===== config.mk =====
export PLATFORM = sky130hd
export DESIGN_NAME = gzip_stored_block_unpacker
export DESIGN_NICKNAME = d
export VERILOG_FILES = /design/src/gsbu_pkg.sv /design/src/gsbu_parser.sv /design/src/gsbu_outq.sv /design/src/gzip_stored_block_unpacker.sv
export SDC_FILE = /design/constraint.sdc
export NUM_CORES = 1
export LEC_CHECK = 0
export ABC_AREA = 1
export BUFFER_PORTS_ARGS = -buffer_cell sky130_fd_sc_hd__buf_2
export CORE_ASPECT_RATIO = 0.7
export CORE_MARGIN = 5
export CORE_UTILIZATION = 46
export CTS_BUF_LIST = sky130_fd_sc_hd__clkbuf_4
export CTS_CLUSTER_DIAMETER = 80
export DETAILED_ROUTE_END_ITERATION = 10
export GPL_TIMING_DRIVEN = 0
export PLACE_DENSITY = 0.73
export SLEW_MARGIN = 5
export SYNTH_ARGS = -nofsm -noshare
export SYNTH_HDL_FRONTEND = slang
export SYNTH_SLANG_ARGS = --single-unit

===== constraint.sdc =====
create_clock -name clk -period 5.1 [get_ports clk]
set_input_delay 1.02 -clock clk [delete_from_list [all_inputs] [get_ports clk]]
set_output_delay 1.02 -clock clk [all_outputs]
set_load 0.02 [all_outputs]

===== src/gsbu_pkg.sv =====
// Shared constants and types of the gzip stored-block unpacker.
`timescale 1ns / 1ps
`default_nettype none

package gsbu_pkg;

  localparam int unsigned OUTQ_DEPTH = 4;

  localparam logic [3:0] PH_FIXED   = 4'd0;
  localparam logic [3:0] PH_XLEN    = 4'd1;
  localparam logic [3:0] PH_XSKIP   = 4'd2;
  localparam logic [3:0] PH_NAME    = 4'd3;
  localparam logic [3:0] PH_COMMENT = 4'd4;
  localparam logic [3:0] PH_HCRC    = 4'd5;
  localparam logic [3:0] PH_BLOCK   = 4'd6;
  localparam logic [3:0] PH_CHUNK   = 4'd7;
  localparam logic [3:0] PH_DATA    = 4'd8;
  localparam logic [3:0] PH_ERROR   = 4'd9;

  localparam logic [2:0] ST_OK        = 3'd0;
  localparam logic [2:0] ST_SHORT     = 3'd1;
  localparam logic [2:0] ST_BAD_MAGIC = 3'd2;
  localparam logic [2:0] ST_HDR_CUT   = 3'd3;
  localparam logic [2:0] ST_NOT_STORED = 3'd4;
  localparam logic [2:0] ST_NLEN      = 3'd5;
  localparam logic [2:0] ST_OVERRUN   = 3'd6;
  localparam logic [2:0] ST_SIZE      = 3'd7;

  localparam logic KIND_PAYLOAD = 1'b0;
  localparam logic KIND_STATUS  = 1'b1;

  localparam logic [7:0] MAGIC0         = 8'h1F;
  localparam logic [7:0] MAGIC1         = 8'h8B;
  localparam logic [7:0] METHOD_DEFLATE = 8'h08;
  localparam logic [1:0] BTYPE_STORED   = 2'b00;
  localparam logic [4:0] MIN_STREAM_LEN = 5'd18;
  localparam logic [4:0] SEEN_MAX       = 5'd31;
  localparam logic [3:0] FIXED_HDR_LAST = 4'd9;
  localparam logic [3:0] FLG_INDEX      = 4'd3;

  typedef struct packed {
    logic       kind;
    logic [7:0] data;
    logic [2:0] status;
    logic       last;
  } res_item_t;

  typedef struct packed {
    logic       pay_vld;
    logic [7:0] pay_data;
    logic       stat_vld;
    logic [2:0] stat_code;
  } parse_res_t;

endpackage

`default_nettype wire


===== src/gsbu_parser.sv =====
// Trailer delay line, header and chunk parser and final status of one stream.
`timescale 1ns / 1ps
`default_nettype none

module gsbu_parser (
  input  wire logic              clk,
  input  wire logic              rst_n,
  input  wire logic              item_vld,
  input  wire logic [7:0]        item_byte,
  input  wire logic              item_last,
  output gsbu_pkg::parse_res_t   res
);

  logic [7:0]  tail_r [8];
  logic [7:0]  tail_nxt [8];
  logic [3:0]  tail_fill_r, tail_fill_nxt;
  logic [3:0]  phase_r, phase_nxt;
  logic [3:0]  hidx_r, hidx_nxt;
  logic [3:0]  flags_r, flags_nxt;
  logic [15:0] skip_r, skip_nxt;
  logic [23:0] chdr_r, chdr_nxt;
  logic [1:0]  cfill_r, cfill_nxt;
  logic [15:0] left_r, left_nxt;
  logic [31:0] total_r, total_nxt;
  logic [4:0]  seen_r, seen_nxt;
  logic [2:0]  err_r, err_nxt;

  logic        shift_en;
  logic [7:0]  old_byte;
  logic        pay_hit;
  logic [15:0] skip_full;
  logic [31:0] isize;
  logic [2:0]  status;

  function automatic logic [3:0] next_part(input logic [3:0] p, input logic [3:0] f);
    logic [3:0] r;
    r = gsbu_pkg::PH_BLOCK;
    if (p <= gsbu_pkg::PH_HCRC && f[3]) r = gsbu_pkg::PH_HCRC;
    if (p <= gsbu_pkg::PH_COMMENT && f[2]) r = gsbu_pkg::PH_COMMENT;
    if (p <= gsbu_pkg::PH_NAME && f[1]) r = gsbu_pkg::PH_NAME;
    if (p <= gsbu_pkg::PH_XLEN && f[0]) r = gsbu_pkg::PH_XLEN;
    return r;
  endfunction

  assign shift_en  = tail_fill_r[3];
  assign old_byte  = tail_r[0];
  assign skip_full = {old_byte, skip_r[7:0]};
  assign isize     = {item_byte, tail_r[7], tail_r[6], tail_r[5]};

  always_comb begin
    tail_nxt      = tail_r;
    tail_fill_nxt = tail_fill_r;
    phase_nxt     = phase_r;
    hidx_nxt      = hidx_r;
    flags_nxt     = flags_r;
    skip_nxt      = skip_r;
    chdr_nxt      = chdr_r;
    cfill_nxt     = cfill_r;
    left_nxt      = left_r;
    total_nxt     = total_r;
    err_nxt       = err_r;
    pay_hit       = 1'b0;
    seen_nxt      = (seen_r == gsbu_pkg::SEEN_MAX) ? seen_r : seen_r + 5'd1;

    if (shift_en) begin
      for (int k = 0; k < 7; k++) begin
        tail_nxt[k] = tail_r[k + 1];
      end
      tail_nxt[7] = item_byte;
    end else begin
      tail_nxt[tail_fill_r[2:0]] = item_byte;
      tail_fill_nxt = tail_fill_r + 4'd1;
    end

    if (shift_en) begin
      case (phase_r)
        gsbu_pkg::PH_FIXED: begin
          if ((hidx_r == 4'd0 && old_byte != gsbu_pkg::MAGIC0) ||
              (hidx_r == 4'd1 && old_byte != gsbu_pkg::MAGIC1) ||
              (hidx_r == 4'd2 && old_byte != gsbu_pkg::METHOD_DEFLATE)) begin
            err_nxt   = (err_r == gsbu_pkg::ST_OK) ? gsbu_pkg::ST_BAD_MAGIC : err_r;
            phase_nxt = gsbu_pkg::PH_ERROR;
          end else begin
            if (hidx_r == gsbu_pkg::FLG_INDEX) begin
              flags_nxt = {old_byte[1], old_byte[4], old_byte[3], old_byte[2]};
            end
            if (hidx_r == gsbu_pkg::FIXED_HDR_LAST) begin
              hidx_nxt  = 4'd0;
              phase_nxt = next_part(gsbu_pkg::PH_XLEN, flags_nxt);
            end else begin
              hidx_nxt = hidx_r + 4'd1;
            end
          end
        end
        gsbu_pkg::PH_XLEN: begin
          if (hidx_r == 4'd0) begin
            skip_nxt = {8'd0, old_byte};
            hidx_nxt = 4'd1;
          end else begin
            skip_nxt = skip_full;
            hidx_nxt = 4'd0;
            if (skip_full == 16'd0) begin
              phase_nxt = next_part(gsbu_pkg::PH_NAME, flags_r);
            end else begin
              phase_nxt = gsbu_pkg::PH_XSKIP;
            end
          end
        end
        gsbu_pkg::PH_XSKIP: begin
          skip_nxt = skip_r - 16'd1;
          if (skip_r == 16'd1) begin
            hidx_nxt  = 4'd0;
            phase_nxt = next_part(gsbu_pkg::PH_NAME, flags_r);
          end
        end
        gsbu_pkg::PH_NAME: begin
          if (old_byte == 8'd0) begin
            hidx_nxt  = 4'd0;
            phase_nxt = next_part(gsbu_pkg::PH_COMMENT, flags_r);
          end
        end
        gsbu_pkg::PH_COMMENT: begin
          if (old_byte == 8'd0) begin
            hidx_nxt  = 4'd0;
            phase_nxt = next_part(gsbu_pkg::PH_HCRC, flags_r);
          end
        end
        gsbu_pkg::PH_HCRC: begin
          if (hidx_r == 4'd1) begin
            hidx_nxt  = 4'd0;
            phase_nxt = gsbu_pkg::PH_BLOCK;
          end else begin
            hidx_nxt = hidx_r + 4'd1;
          end
        end
        gsbu_pkg::PH_BLOCK: begin
          if (old_byte[2:1] != gsbu_pkg::BTYPE_STORED) begin
            err_nxt   = (err_r == gsbu_pkg::ST_OK) ? gsbu_pkg::ST_NOT_STORED : err_r;
            phase_nxt = gsbu_pkg::PH_ERROR;
          end else begin
            phase_nxt = gsbu_pkg::PH_CHUNK;
            chdr_nxt  = 24'd0;
            cfill_nxt = 2'd0;
          end
        end
        gsbu_pkg::PH_CHUNK: begin
          case (cfill_r)
            2'd0: begin
              chdr_nxt[7:0] = old_byte;
              cfill_nxt     = 2'd1;
            end
            2'd1: begin
              chdr_nxt[15:8] = old_byte;
              cfill_nxt      = 2'd2;
            end
            2'd2: begin
              chdr_nxt[23:16] = old_byte;
              cfill_nxt       = 2'd3;
            end
            default: begin
              chdr_nxt  = 24'd0;
              cfill_nxt = 2'd0;
              if (~chdr_r[15:0] != {old_byte, chdr_r[23:16]}) begin
                err_nxt   = (err_r == gsbu_pkg::ST_OK) ? gsbu_pkg::ST_NLEN : err_r;
                phase_nxt = gsbu_pkg::PH_ERROR;
              end else if (chdr_r[15:0] != 16'd0) begin
                left_nxt  = chdr_r[15:0];
                phase_nxt = gsbu_pkg::PH_DATA;
              end
            end
          endcase
        end
        gsbu_pkg::PH_DATA: begin
          pay_hit   = 1'b1;
          total_nxt = total_r + 32'd1;
          left_nxt  = left_r - 16'd1;
          if (left_r == 16'd1) begin
            phase_nxt = gsbu_pkg::PH_CHUNK;
          end
        end
        default: begin
        end
      endcase
    end

    if (seen_nxt < gsbu_pkg::MIN_STREAM_LEN) begin
      status = gsbu_pkg::ST_SHORT;
    end else if (err_nxt != gsbu_pkg::ST_OK) begin
      status = err_nxt;
    end else if (phase_nxt <= gsbu_pkg::PH_BLOCK) begin
      status = gsbu_pkg::ST_HDR_CUT;
    end else if (phase_nxt == gsbu_pkg::PH_DATA) begin
      status = gsbu_pkg::ST_OVERRUN;
    end else if (total_nxt == isize) begin
      status = gsbu_pkg::ST_OK;
    end else begin
      status = gsbu_pkg::ST_SIZE;
    end
  end

  assign res.pay_vld   = item_vld & pay_hit;
  assign res.pay_data  = old_byte;
  assign res.stat_vld  = item_vld & item_last;
  assign res.stat_code = status;

  always_ff @(posedge clk) begin
    if (item_vld) begin
      tail_r   <= tail_nxt;
      skip_r   <= skip_nxt;
      chdr_r   <= chdr_nxt;
      cfill_r  <= cfill_nxt;
      left_r   <= left_nxt;
    end
  end

  always_ff @(posedge clk) begin
    if (!rst_n) begin
      tail_fill_r <= 4'd0;
      phase_r     <= gsbu_pkg::PH_FIXED;
      hidx_r      <= 4'd0;
      flags_r     <= 4'd0;
      total_r     <= 32'd0;
      seen_r      <= 5'd0;
      err_r       <= gsbu_pkg::ST_OK;
    end else if (item_vld) begin
      if (item_last) begin
        tail_fill_r <= 4'd0;
        phase_r     <= gsbu_pkg::PH_FIXED;
        hidx_r      <= 4'd0;
        flags_r     <= 4'd0;
        total_r     <= 32'd0;
        seen_r      <= 5'd0;
        err_r       <= gsbu_pkg::ST_OK;
      end else begin
        tail_fill_r <= tail_fill_nxt;
        phase_r     <= phase_nxt;
        hidx_r      <= hidx_nxt;
        flags_r     <= flags_nxt;
        total_r     <= total_nxt;
        seen_r      <= seen_nxt;
        err_r       <= err_nxt;
      end
    end
  end

  a_end_clears: assert property (@(posedge clk) disable iff (!rst_n)
    item_vld && item_last |=> phase_r == gsbu_pkg::PH_FIXED && tail_fill_r == 4'd0)
    else $error("Parser state not cleared after the final byte.");

  a_pay_in_data: assert property (@(posedge clk) disable iff (!rst_n)
    res.pay_vld |-> phase_r == gsbu_pkg::PH_DATA && tail_fill_r == 4'd8)
    else $error("Payload byte emitted outside the data phase.");

  a_err_parks: assert property (@(posedge clk) disable iff (!rst_n)
    err_r != gsbu_pkg::ST_OK |-> phase_r == gsbu_pkg::PH_ERROR)
    else $error("Error recorded while the parser is still running.");

endmodule

`default_nettype wire


===== src/gsbu_outq.sv =====
// Small result queue that takes up to two results per cycle and sends one per cycle while not stalled.
`timescale 1ns / 1ps
`default_nettype none

module gsbu_outq #(
  parameter int unsigned DEPTH = gsbu_pkg::OUTQ_DEPTH
) (
  input  wire logic                  clk,
  input  wire logic                  rst_n,
  input  wire logic [1:0]            wr_cnt,
  input  wire gsbu_pkg::res_item_t   wr_item0,
  input  wire gsbu_pkg::res_item_t   wr_item1,
  output logic                       room2,
  output logic                       out_valid,
  input  wire logic                  out_stall,
  output gsbu_pkg::res_item_t        out_item
);

  localparam int unsigned PW = $clog2(DEPTH);
  localparam int unsigned CW = $clog2(DEPTH + 1);
  localparam logic [CW-1:0] ROOM2_MAX = CW'(DEPTH - 2);
  localparam logic [PW-1:0] LAST_IDX  = PW'(DEPTH - 1);

  gsbu_pkg::res_item_t mem_r [DEPTH];
  logic [PW-1:0] wr_ptr_r, wr_ptr_nxt, wr_ptr_p1, rd_ptr_r, rd_ptr_nxt;
  logic [CW-1:0] count_r, count_nxt;
  logic          pop;

  function automatic logic [PW-1:0] ptr_inc(input logic [PW-1:0] p);
    return (p == LAST_IDX) ? '0 : p + PW'(1);
  endfunction

  assign pop       = out_valid & ~out_stall;
  assign out_valid = (count_r != '0);
  assign out_item  = mem_r[rd_ptr_r];
  assign room2     = (count_r <= ROOM2_MAX);
  assign wr_ptr_p1 = ptr_inc(wr_ptr_r);

  always_comb begin
    wr_ptr_nxt = wr_ptr_r;
    if (wr_cnt == 2'd1) wr_ptr_nxt = wr_ptr_p1;
    if (wr_cnt == 2'd2) wr_ptr_nxt = ptr_inc(wr_ptr_p1);
    rd_ptr_nxt = pop ? ptr_inc(rd_ptr_r) : rd_ptr_r;
    count_nxt  = count_r + CW'(wr_cnt) - CW'(pop);
  end

  always_ff @(posedge clk) begin
    if (wr_cnt != 2'd0) mem_r[wr_ptr_r] <= wr_item0;
    if (wr_cnt == 2'd2) mem_r[wr_ptr_p1] <= wr_item1;
  end

  always_ff @(posedge clk) begin
    if (!rst_n) begin
      wr_ptr_r <= '0;
      rd_ptr_r <= '0;
      count_r  <= '0;
    end else begin
      wr_ptr_r <= wr_ptr_nxt;
      rd_ptr_r <= rd_ptr_nxt;
      count_r  <= count_nxt;
    end
  end

  a_pop_only: assert property (@(posedge clk) disable iff (!rst_n)
    pop && wr_cnt == 2'd0 |=> count_r == $past(count_r) - CW'(1))
    else $error("Queue count wrong after a pop.");

  a_push_pair: assert property (@(posedge clk) disable iff (!rst_n)
    !pop && wr_cnt == 2'd2 |=> count_r == $past(count_r) + CW'(2))
    else $error("Queue count wrong after a double push.");

endmodule

`default_nettype wire


===== src/gzip_stored_block_unpacker.sv =====
// Top level of the gzip stored-block unpacker: input register, parser and result queue.
//
//   Channel  Direction  Handshake              Payload
//   in_      input      in_valid / in_stall    in_byte, in_last
//   out_     output     out_valid / out_stall  out_kind, out_byte, out_status, out_last
//
// One stream byte is accepted per cycle while the input is not stalled; its results pass
// through the input register and the result queue before they can be taken.
// A final byte that also releases a payload byte yields two results, the payload byte first.
// The input stalls while a byte waits in the input register and the result queue has fewer
// than two free entries.
// Reset is synchronous and returns the parser to the start of a stream.
// After each final byte the parser clears itself for the next stream.
`timescale 1ns / 1ps
`default_nettype none

module gzip_stored_block_unpacker #(
  parameter int unsigned QUEUE_DEPTH = gsbu_pkg::OUTQ_DEPTH
) (
  input  wire logic       clk,
  input  wire logic       rst_n,
  input  wire logic       in_valid,
  output logic            in_stall,
  input  wire logic [7:0] in_byte,
  input  wire logic       in_last,
  output logic            out_valid,
  input  wire logic       out_stall,
  output logic            out_kind,
  output logic [7:0]      out_byte,
  output logic [2:0]      out_status,
  output logic            out_last
);

  logic                  in_vld_r;
  logic [7:0]            in_byte_r;
  logic                  in_last_r;
  logic                  room2;
  logic                  consume;
  logic                  take;
  gsbu_pkg::parse_res_t  pres;
  gsbu_pkg::res_item_t   pay_item, stat_item, item0, out_item;
  logic [1:0]            wr_cnt;

  assign consume  = in_vld_r & room2;
  assign in_stall = in_vld_r & ~room2;
  assign take     = in_valid & ~in_stall;

  always_ff @(posedge clk) begin
    if (take) begin
      in_byte_r <= in_byte;
      in_last_r <= in_last;
    end
  end

  always_ff @(posedge clk) begin
    if (!rst_n) begin
      in_vld_r <= 1'b0;
    end else if (take) begin
      in_vld_r <= 1'b1;
    end else if (consume) begin
      in_vld_r <= 1'b0;
    end
  end

  gsbu_parser u_parser (
    .clk       (clk),
    .rst_n     (rst_n),
    .item_vld  (consume),
    .item_byte (in_byte_r),
    .item_last (in_last_r),
    .res       (pres)
  );

  always_comb begin
    pay_item.kind    = gsbu_pkg::KIND_PAYLOAD;
    pay_item.data    = pres.pay_data;
    pay_item.status  = gsbu_pkg::ST_OK;
    pay_item.last    = 1'b0;
    stat_item.kind   = gsbu_pkg::KIND_STATUS;
    stat_item.data   = 8'd0;
    stat_item.status = pres.stat_code;
    stat_item.last   = 1'b1;
    item0  = pres.pay_vld ? pay_item : stat_item;
    wr_cnt = {1'b0, pres.pay_vld} + {1'b0, pres.stat_vld};
  end

  gsbu_outq #(
    .DEPTH (QUEUE_DEPTH)
  ) u_outq (
    .clk       (clk),
    .rst_n     (rst_n),
    .wr_cnt    (wr_cnt),
    .wr_item0  (item0),
    .wr_item1  (stat_item),
    .room2     (room2),
    .out_valid (out_valid),
    .out_stall (out_stall),
    .out_item  (out_item)
  );

  assign out_kind   = out_item.kind;
  assign out_byte   = out_item.data;
  assign out_status = out_item.status;
  assign out_last   = out_item.last;

endmodule

`default_nettype wire

==> impl_results.md <==
- Outcome: finished clean
- Peak supply drop: 191 uV
- Count of unique library cells instantiated by Yosys: 44
- Max-Slew Margin vs Limit: 28.4%
- Top flip-flop cell by instance count after synthesis: sky130_fd_sc_hd__edfxtp_1
- Worst reg2reg path depth: 13
- Post-synthesis sequential element count: 245
- Number of max-slew violations in the final report: 0
- WL/cell: approximately 17 microns
- Worst setup SP type: register
- Number of design-rule violations left by the first detailed-router iteration: 1,611
- Congestion Overflow GR: 0
- Weighted congestion reported at the end of routability-driven placement: 0.961
- Chip Width: 215 microns
- Hold buffers post-CTS: 0
- Setup repair after global routing missed its margin: false
- Number of placed instances with taps included: 2,212
- Number of flops mapped to enable cells by yosys: roughly 140
- Worst Path Arrival: 4.18 ns
- Wire length after detailed routing: 39,800 microns
- Skew-Pair Late Insertion Delay: a little over 0.7 ns
- Final period utilization: 70.9%
- Share of async-settable or async-resettable flops after synthesis: 0%
- Aggregate global-route resource usage: 23.1%
- Number of placed I/O pins: 28
- Slew of the pin with the lowest slew margin: roughly 1.1 ns
- Post-cts sizing count: 0
- HPWL after DPL: 29,700 microns
- Finished Layout Cells: 2,325
- Via count: 12,800
- Total negative setup slack: 0 ns
- Clock tree from TritonCTS: built
- Number of buffers created by CTS: 59
- Placeable core area: 29,000 sq um
- Syn_nets: 1,848
- Total Power Consumption: between 0.004 and 0.005 W
- Highest net fanout along the worst path: 10
- CTS sink cnt: roughly 250
- Fin. Hold Viols: 0
- Initial antenna violation count: 1
- Detailed-router iteration count before antenna repair: 6
- Gate Count Post-Synth: between 1,500 and 2,000
- Area growth, synth to finish: 10.5%
- Port Buffer Count: 27
- Die area: 33,000 sq um
- Buffer depth of the longest clock path: 3
- Minimum hold slack: 0.462 ns
- Hold crit path type: reg2reg
- Peak Freq: 276 MHz
- Final-stage net count: a little under 2,000
- Max-capacitance violation count: 0
- WS Path Type: reg2reg
- Number of design rule violations left after detail routing: 0
- Cell Pwr Density: around 310 nW/um^2
- Fill cells: approximately 2,800
- Type of destination of the critical path: register
- Setup violation total in the final timing report: 0
- Depth of the worst hold-timing path: 2
- Clock tree root driver cell: sky130_fd_sc_hd__clkbuf_4
- Count of nets left with antenna violations after detail routing: 0
- Portion of the post-synthesis area used by sequential elements: 46.8%
- Avg Synthesized Cell Area: roughly 7.5 sq um
- Clock period minus worst slack: 3.62 ns
- Die H: approximately 150 microns
- First-pass GRT wire length: 61,500 microns
- Largest net degree at the start of global routing: 17
- Cell area after synthesis: 13,500 sq um
- Initial Util: 46.7%
- Static Leakage: 6.09 nW
- Synthesis warning total: 0
- Number of vias per cell: 5.51
- WP data required: 5.66 ns
- Via count of the first global-routing pass: 11,400
- Number of H-tree branching levels: 2
- FP Rows: 52
- Fraction of final layout cells with drive strength greater than 1: 8.27%
- Number of post-CTS setup repair buffers: 0
- Setup Skew: 0.0389 ns
- Clock-pin transition on the worst setup and hold timing paths: 0.07 ns
-- cell usage after synthesis (5+ instances only) --
master                     number  share of area, %
sky130_fd_sc_hd__o21ai_1        8              0.30
sky130_fd_sc_hd__a21oi_1       90               3.3
sky130_fd_sc_hd__ha_1          27               2.5
sky130_fd_sc_hd__edfxtp_1     143                32
sky130_fd_sc_hd__inv_1        208               5.8
sky130_fd_sc_hd__nor2_1       233               6.5
sky130_fd_sc_hd__nand3_1      127               4.7
sky130_fd_sc_hd__nor2_2        10              0.46
sky130_fd_sc_hd__xnor2_1       15              0.97
sky130_fd_sc_hd__clkbuf_1      37               1.0
sky130_fd_sc_hd__a211oi_1       8              0.44
sky130_fd_sc_hd__nand2_1      498                14
sky130_fd_sc_hd__o21ai_0      142               5.3
sky130_fd_sc_hd__inv_2          5              0.14
sky130_fd_sc_hd__nand3b_1       9              0.50
sky130_fd_sc_hd__nand4_1       27               1.2
sky130_fd_sc_hd__nor3_1        16              0.59
sky130_fd_sc_hd__xor2_1        13              0.84
sky130_fd_sc_hd__dfxtp_1      102                15
sky130_fd_sc_hd__o22ai_1       44               2.0
-- placed cells by master (no fill, tap or decap), types with 6 or more instances in the layout --
cell type and count:
sky130_fd_sc_hd__nand3b_1 9, sky130_fd_sc_hd__xor2_1 13, sky130_fd_sc_hd__edfxtp_1 143, sky130_fd_sc_hd__ha_1 27
sky130_fd_sc_hd__nor3_1 16, sky130_fd_sc_hd__buf_2 29, sky130_fd_sc_hd__o21ai_1 8, sky130_fd_sc_hd__dfxtp_1 102
sky130_fd_sc_hd__o22ai_1 44, sky130_fd_sc_hd__clkbuf_4 95, sky130_fd_sc_hd__xnor2_1 15, sky130_fd_sc_hd__a21oi_1 90
sky130_fd_sc_hd__inv_2 6, sky130_fd_sc_hd__clkinv_1 15, sky130_fd_sc_hd__clkbuf_1 37, sky130_fd_sc_hd__nand3_1 127
sky130_fd_sc_hd__nand4_1 27, sky130_fd_sc_hd__a211oi_1 8, sky130_fd_sc_hd__nand2_1 498, sky130_fd_sc_hd__inv_1 208
sky130_fd_sc_hd__nor2_2 10, sky130_fd_sc_hd__nor2_1 233, sky130_fd_sc_hd__o21ai_0 142
-- routing by layer --
metal,share of wire [%],global-route usage (%)
met1,47,35.5
met2,39,31.3
met3,13,7.78
met4,1.7,5.24
met5,0,0
-- per-stage QoR --
stage          area [sq um]  worst slack [ns]  utilization, %
6_report              14900              1.48            51.6
5_1_grt               14900              1.19            51.6
4_1_cts               14900              1.46            51.6
3_5_place_dp          14100              1.47            48.8
3_3_place_gp          14100              1.51            48.8
2_1_floorplan         13500              2.27               -
-- cell families after synthesis --
family	count (synthesis)	share of synthesized area (%)
flops	245	46.8
fa+ha+maj	28	2.64
buf+inv	264	7.58
xor+xnor	29	1.98
simple gates	932	28.6
compound gates	309	12.3
-- state kept, by name, summed over array words and instances, names as in the netlist, 5 cells and up, named ones only --
register / cells
u_parser.total_r: 32
u_parser.isize: 24
u_parser.tail_r: 32
u_parser.skip_r: 16
in_byte_r: 8
u_parser.left_r: 16
u_outq.mem_r: 48
u_parser.seen_r: 5
u_parser.old_byte: 8
u_parser.chdr_r: 24
-- worst max-delay path: stages (launching register included) --
cell and delay [ns]:
sky130_fd_sc_hd__dfxtp_1 0.33, sky130_fd_sc_hd__nor2_1 0.17, sky130_fd_sc_hd__nor2_1 0.09, sky130_fd_sc_hd__nor2_1 0.42, sky130_fd_sc_hd__inv_2 0.22, sky130_fd_sc_hd__nor2_1 0.38
sky130_fd_sc_hd__clkbuf_1 0.38, sky130_fd_sc_hd__ha_1 0.34, sky130_fd_sc_hd__inv_1 0.12, sky130_fd_sc_hd__ha_1 0.31, sky130_fd_sc_hd__fa_1 0.45, sky130_fd_sc_hd__xor2_1 0.17
sky130_fd_sc_hd__inv_1 0.06, sky130_fd_sc_hd__nor2_1 0.03
-- final cells by class --
class / count / area [sq um] / share of cell area [%]
clock inverters: 17 / 92.6 / 0.619
clock buffers: 95 / 713 / 4.77
flip-flops and latches: 245 / 6340 / 42.4
repair buffers: 27 / 135 / 0.904
well taps: 378 / 473 / 3.16
multi-input cells: 1298 / 6170 / 41.3
inverters: 216 / 813 / 5.44
plain buffers: 48 / 213 / 1.42
diodes: 1 / 2.50 / 0.0167
-- report_power, final --
part           switching (W)  leakage [nW]  internal (W)
Combinational       0.000516          3.50      0.000222
Sequential         0.0000679          2.10       0.00216
Clock               0.000825         0.484      0.000894
-- final timing paths --
path                            from            endpoint  slack, ns
setup / recovery   u_outq.count_r[2]   u_outq.count_r[2]       1.48
hold / removal    u_outq.mem_r[1][0]  u_outq.mem_r[1][0]       0.46
setup reg to reg   u_outq.count_r[2]   u_outq.count_r[2]       1.48
hold reg to reg   u_outq.mem_r[1][0]  u_outq.mem_r[1][0]       0.46
No activity file was read; power rests on OpenSTA's default activity.
